### config.mk
export PLATFORM = sky130hd
export DESIGN_NAME = bif_ctrl
export DESIGN_NICKNAME = d
export VERILOG_FILES = /design/src/rtl/bif_pkg.sv /design/src/rtl/bif_ctrl.sv
export SDC_FILE = /design/constraint.sdc
export NUM_CORES = 1
export LEC_CHECK = 0
export ABC_AREA = 1
export BUFFER_PORTS_ARGS = -buffer_cell sky130_fd_sc_hd__buf_2
export CAP_MARGIN = 10
export CORE_AREA = 2 2 39 41
export CTS_CLUSTER_SIZE = 8
export DETAILED_ROUTE_END_ITERATION = 16
export DIE_AREA = 0 0 41 43
export SLEW_MARGIN = 20
export SYNTH_ARGS = -nofsm -noshare
export SYNTH_HDL_FRONTEND = slang
export SYNTH_SLANG_ARGS = --single-unit
export TNS_END_PERCENT = 100
### constraint.sdc
create_clock -name clk -period 1.3 [get_ports clk]
set_input_delay 0.065 -clock clk [delete_from_list [all_inputs] [get_ports clk]]
set_output_delay 0.065 -clock clk [all_outputs]
set_load 0.03 [all_outputs]
### src/rtl/bif_pkg.sv
// ----------------------------------------------------------------------------
// bif_pkg
// Shared types and constants of the bilateral image filter: controller
// states, the command and status groups between controller and datapath,
// register indexes and item codes.
// ----------------------------------------------------------------------------
package bif_pkg;

  localparam int CHAN_W     = 16;
  localparam int NUM_CHAN   = 4;
  localparam int PIX_W      = CHAN_W * NUM_CHAN;
  localparam int CFG_IDX_W  = 3;
  localparam int CFG_DATA_W = 32;
  localparam int DIV_STEPS  = 16;

  localparam logic [CFG_IDX_W-1:0] REG_IMAGE_WIDTH   = 3'd0;
  localparam logic [CFG_IDX_W-1:0] REG_IMAGE_HEIGHT  = 3'd1;
  localparam logic [CFG_IDX_W-1:0] REG_WINDOW_RADIUS = 3'd2;
  localparam logic [CFG_IDX_W-1:0] REG_SPATIAL_COEFF = 3'd3;
  localparam logic [CFG_IDX_W-1:0] REG_RANGE_COEFF   = 3'd4;

  localparam logic OP_PIXEL = 1'b0;
  localparam logic OP_DRAIN = 1'b1;

  typedef enum logic [2:0] {
    ST_IDLE,
    ST_CENTRE,
    ST_TAPS,
    ST_DRAIN,
    ST_DIV_LOAD,
    ST_DIV,
    ST_DONE
  } bif_state_t;

  typedef struct packed {
    logic accept;
    logic centre_rd;
    logic tap_issue;
    logic div_load;
    logic div_step;
    logic out_load;
  } bif_cmd_t;

  typedef struct packed {
    logic produce;
    logic tap_last;
    logic pipe_empty;
    logic div_last;
    logic out_free;
  } bif_status_t;

endpackage

### src/rtl/bif_ctrl.sv
// ----------------------------------------------------------------------------
// bif_ctrl
// Sequencer: takes an item and, if it yields a result, walks centre read,
// window taps, pipeline drain, division and result hand-off.
// ----------------------------------------------------------------------------
module bif_ctrl
  import bif_pkg::*;
(
  input  logic        clk,
  input  logic        rst_n,
  input  logic        in_valid,
  output logic        in_stall,
  input  bif_status_t st,
  output bif_cmd_t    cmd
);

  bif_state_t state_r, state_nxt;

  always_ff @(posedge clk) begin
    if (!rst_n) begin
      state_r <= ST_IDLE;
    end else begin
      state_r <= state_nxt;
    end
  end

  always_comb begin
    state_nxt = state_r;
    unique case (state_r)
      ST_IDLE: begin
        if (in_valid && st.produce) state_nxt = ST_CENTRE;
      end
      ST_CENTRE:   state_nxt = ST_TAPS;
      ST_TAPS: begin
        if (st.tap_last) state_nxt = ST_DRAIN;
      end
      ST_DRAIN: begin
        if (st.pipe_empty) state_nxt = ST_DIV_LOAD;
      end
      ST_DIV_LOAD: state_nxt = ST_DIV;
      ST_DIV: begin
        if (st.div_last) state_nxt = ST_DONE;
      end
      ST_DONE: begin
        if (st.out_free) state_nxt = ST_IDLE;
      end
      default:     state_nxt = ST_IDLE;
    endcase
  end

  always_comb begin
    cmd      = '0;
    in_stall = 1'b1;
    unique case (state_r)
      ST_IDLE: begin
        in_stall   = 1'b0;
        cmd.accept = in_valid;
      end
      ST_CENTRE:   cmd.centre_rd = 1'b1;
      ST_TAPS:     cmd.tap_issue = 1'b1;
      ST_DRAIN:    ;
      ST_DIV_LOAD: cmd.div_load = 1'b1;
      ST_DIV:      cmd.div_step = 1'b1;
      ST_DONE:     cmd.out_load = st.out_free;
      default:     ;
    endcase
  end

endmodule

==> results.cfg <==
[die]
rows = 14
die_h_um = 43
die_w_um = 41
boundaryPins = 15
dieArea_sq_mm = 0.00176
core_sq_mm = 0.00138
initial_utilization = 0.209

[synthesis]
yosysTopAreaCellShare = 0.208
ys_seq_area_frac = 0.208
yosys_warnings = 0
netlist_instances = 49
syn_area_sq_um = 289
ys_ff_latch = 3
async_flop_share = 0
synth.distinct_cells = 18
syn_nets = 57
synth-main-ff-cell = dfxtp_1
syn_area_per_cell_sq_um = 5.90
yosysTopAreaCell = dfxtp_1
synth_edf_count = 0
synthTopCellsByArea = dfxtp_1, nand2_1, inv_1

[sta]
fmax_mhz = 808
setup_viol = 0
fin_crit_ns = 1.24
hold_viol = 0
holdWs_ns = 0.0566
slew_headroom = 0.883
setup_tns_ns = 0
rsz0062_at_grt = yes
clock_skew_ns = 0.00110
period_share = 0.952
worst_pin_slew_ns = 0.174
drv_slew = 0

[place]
dp_hpwl_um = 505
gp_congestion = 0.663
port_buffers = 14

[critical_path]
r2r_setup_slack_ns = 0.19
endpoint_kind = primary output
crit_type = flop to primary output
cp_max_fo = 8
cp_data_required_time_ns = 1.24
r2r-end = state_r[0]
cp-start-kind = flop
r2r-start = state_r[0]
timing.critical_path.arrival_ns = 1.17
rr_worst_depth = 7

[final_layout]
reg.largest.list = state_r x3
nFillCells = 160
final_nets = 74
drive_gt1_frac = 0.477
largest_reg_flops = 3
postLayoutCoreUtil = 0.290
top_register = state_r
area.sequential_sq_um = 63.8
multi_input_area_sq_um = 184
layout-area-overhead-vs-synth_pct = 39.0
antenna_cells = 0

[global_route]
grt_pass1_vias = 265
antenna_found_initial = 0
grt_pass1_wl_um = 966
grt_max_degree = 10
grt_remaining_overflow = 0
grt_usage = 0.0772

[worst_hold_path]
worstHoldStart = rst_n
whs_path_depth = 3
hp-class = input pin to flop
hold_end = state_r[2]

[clocking]
insertion_delay_ns = 0.23
numClockSinks = 3
htreeDepth = 1
cts_tree = done
numCtsBuffers = 3
clockBufferDepth = 2
cts_setup_buffers = 0
cts-root-buf = clkbuf_4
clk_pin_slew_worst_paths_ns = 0.03

[status]
status = completed

[drt]
via_per_inst = 4.06
wl_um = 638
vias = 329
drt_first_pass_iters = 4
ant_nets = 0
drt_iter0_drc = 9
drcViolationCount = 0
wl_per_cell_um = 7.88

[power]
power_density_mw_per_mm2 = 2180
p_leak_nw = 0.238
peakVddDrop_mv = 0.532

[run]
max-cap-violations = 0
==> per-stage QoR <==
step | total power (W) | cell area (sq um) | setup WS (ns) | cells
2_1_floorplan | 0.000634 | 298 | 0.0828 | 49
3_3_place_gp | 0.000704 | 369 | 0.104 | 77
3_5_place_dp | 0.000709 | 369 | 0.0889 | 77
4_1_cts | 0.000881 | 397 | 0.00630 | 81
5_1_grt | 0.000982 | 402 | -0.0131 | 81
6_report | 0.000877 | 402 | 0.0629 | 81
==> how the worst max path moves through the flow <==
stage               start  slack, ns  cells after the start    endpoint
2_1_floorplan  state_r[2]       0.08                      2      cmd[2]
3_3_place_gp   state_r[0]       0.10                      7  state_r[0]
3_5_place_dp   state_r[1]       0.09                      7  state_r[0]
4_1_cts        state_r[2]      0.006                      3      cmd[0]
5_1_grt        state_r[1]      -0.01                      3      cmd[0]
6_report       state_r[1]       0.06                      3      cmd[0]
==> cells in the final DEF, fill, tap and decap left out, types with 2 or more instances in the layout <==
cell / netlist / layout
nor2_2: 2 / 4
clkbuf_4: 0 / 3
nor2_1: 8 / 6
buf_2: 0 / 14
dfxtp_2: 0 / 3
nor3_1: 2 / 2
inv_2: 2 / 2
nand2_1: 11 / 11
nand3_2: 2 / 2
nand4_1: 2 / 2
inv_1: 8 / 8
==> power by group <==
group          internal (W)  switching (W)  total [W]
clock              0.000115      0.0000451   0.000160
sequential         0.000131      0.0000715   0.000203
combinational      0.000172       0.000343   0.000515
==> cells by family (layout without fill, tap and decap cells) <==
family | Yosys count | in the layout | synth area share
and+or+nand+nor | 30 | 30 | 0.498
buffers and inverters | 12 | 28 | 0.195
AOI/OAI and AO/OA | 4 | 4 | 0.0995
DFF | 3 | 3 | 0.208
==> cell type report <==
class,count,area share
sequential,3,0.159
multi-input combinational,34,0.458
inverter,10,0.0935
timing repair buffer,14,0.174
tap,16,0.0498
clock buffer,4,0.0654
==> cell usage after synthesis (2+ instances only) <==
master and count:
nand4_1 2, inv_2 2, nand2_1 11, nor2_2 2, nand3_2 2, dfxtp_1 3
nor3_1 2, nor2_1 8, inv_1 8
==> repair_timing <==
item | 4_1_cts | 5_1_grt
resized for setup | 1 | 3
gates cloned | 0 | 0
setup endpoints to repair | 1 | 5
hold buffers | 0 | 0
==> routing by layer <==
| layer | vias to the layer above | track usage | routed length, um |
|---|---|---|---|
| li1 | 183 | - | - |
| met1 | 133 | 0.103 | 327 |
| met2 | 13 | 0.113 | 244 |
| met3 | 0 | 0.0471 | 66 |
| met4 | 0 | 0 | 0 |
| met5 | - | 0 | 0 |
==> critical path: stages, from the launching register on <==
cell     delay [ns]
dfxtp_2        0.40
inv_2          0.08
nor4_2         0.23
buf_2          0.23
(Power assumes the default switching activity.)
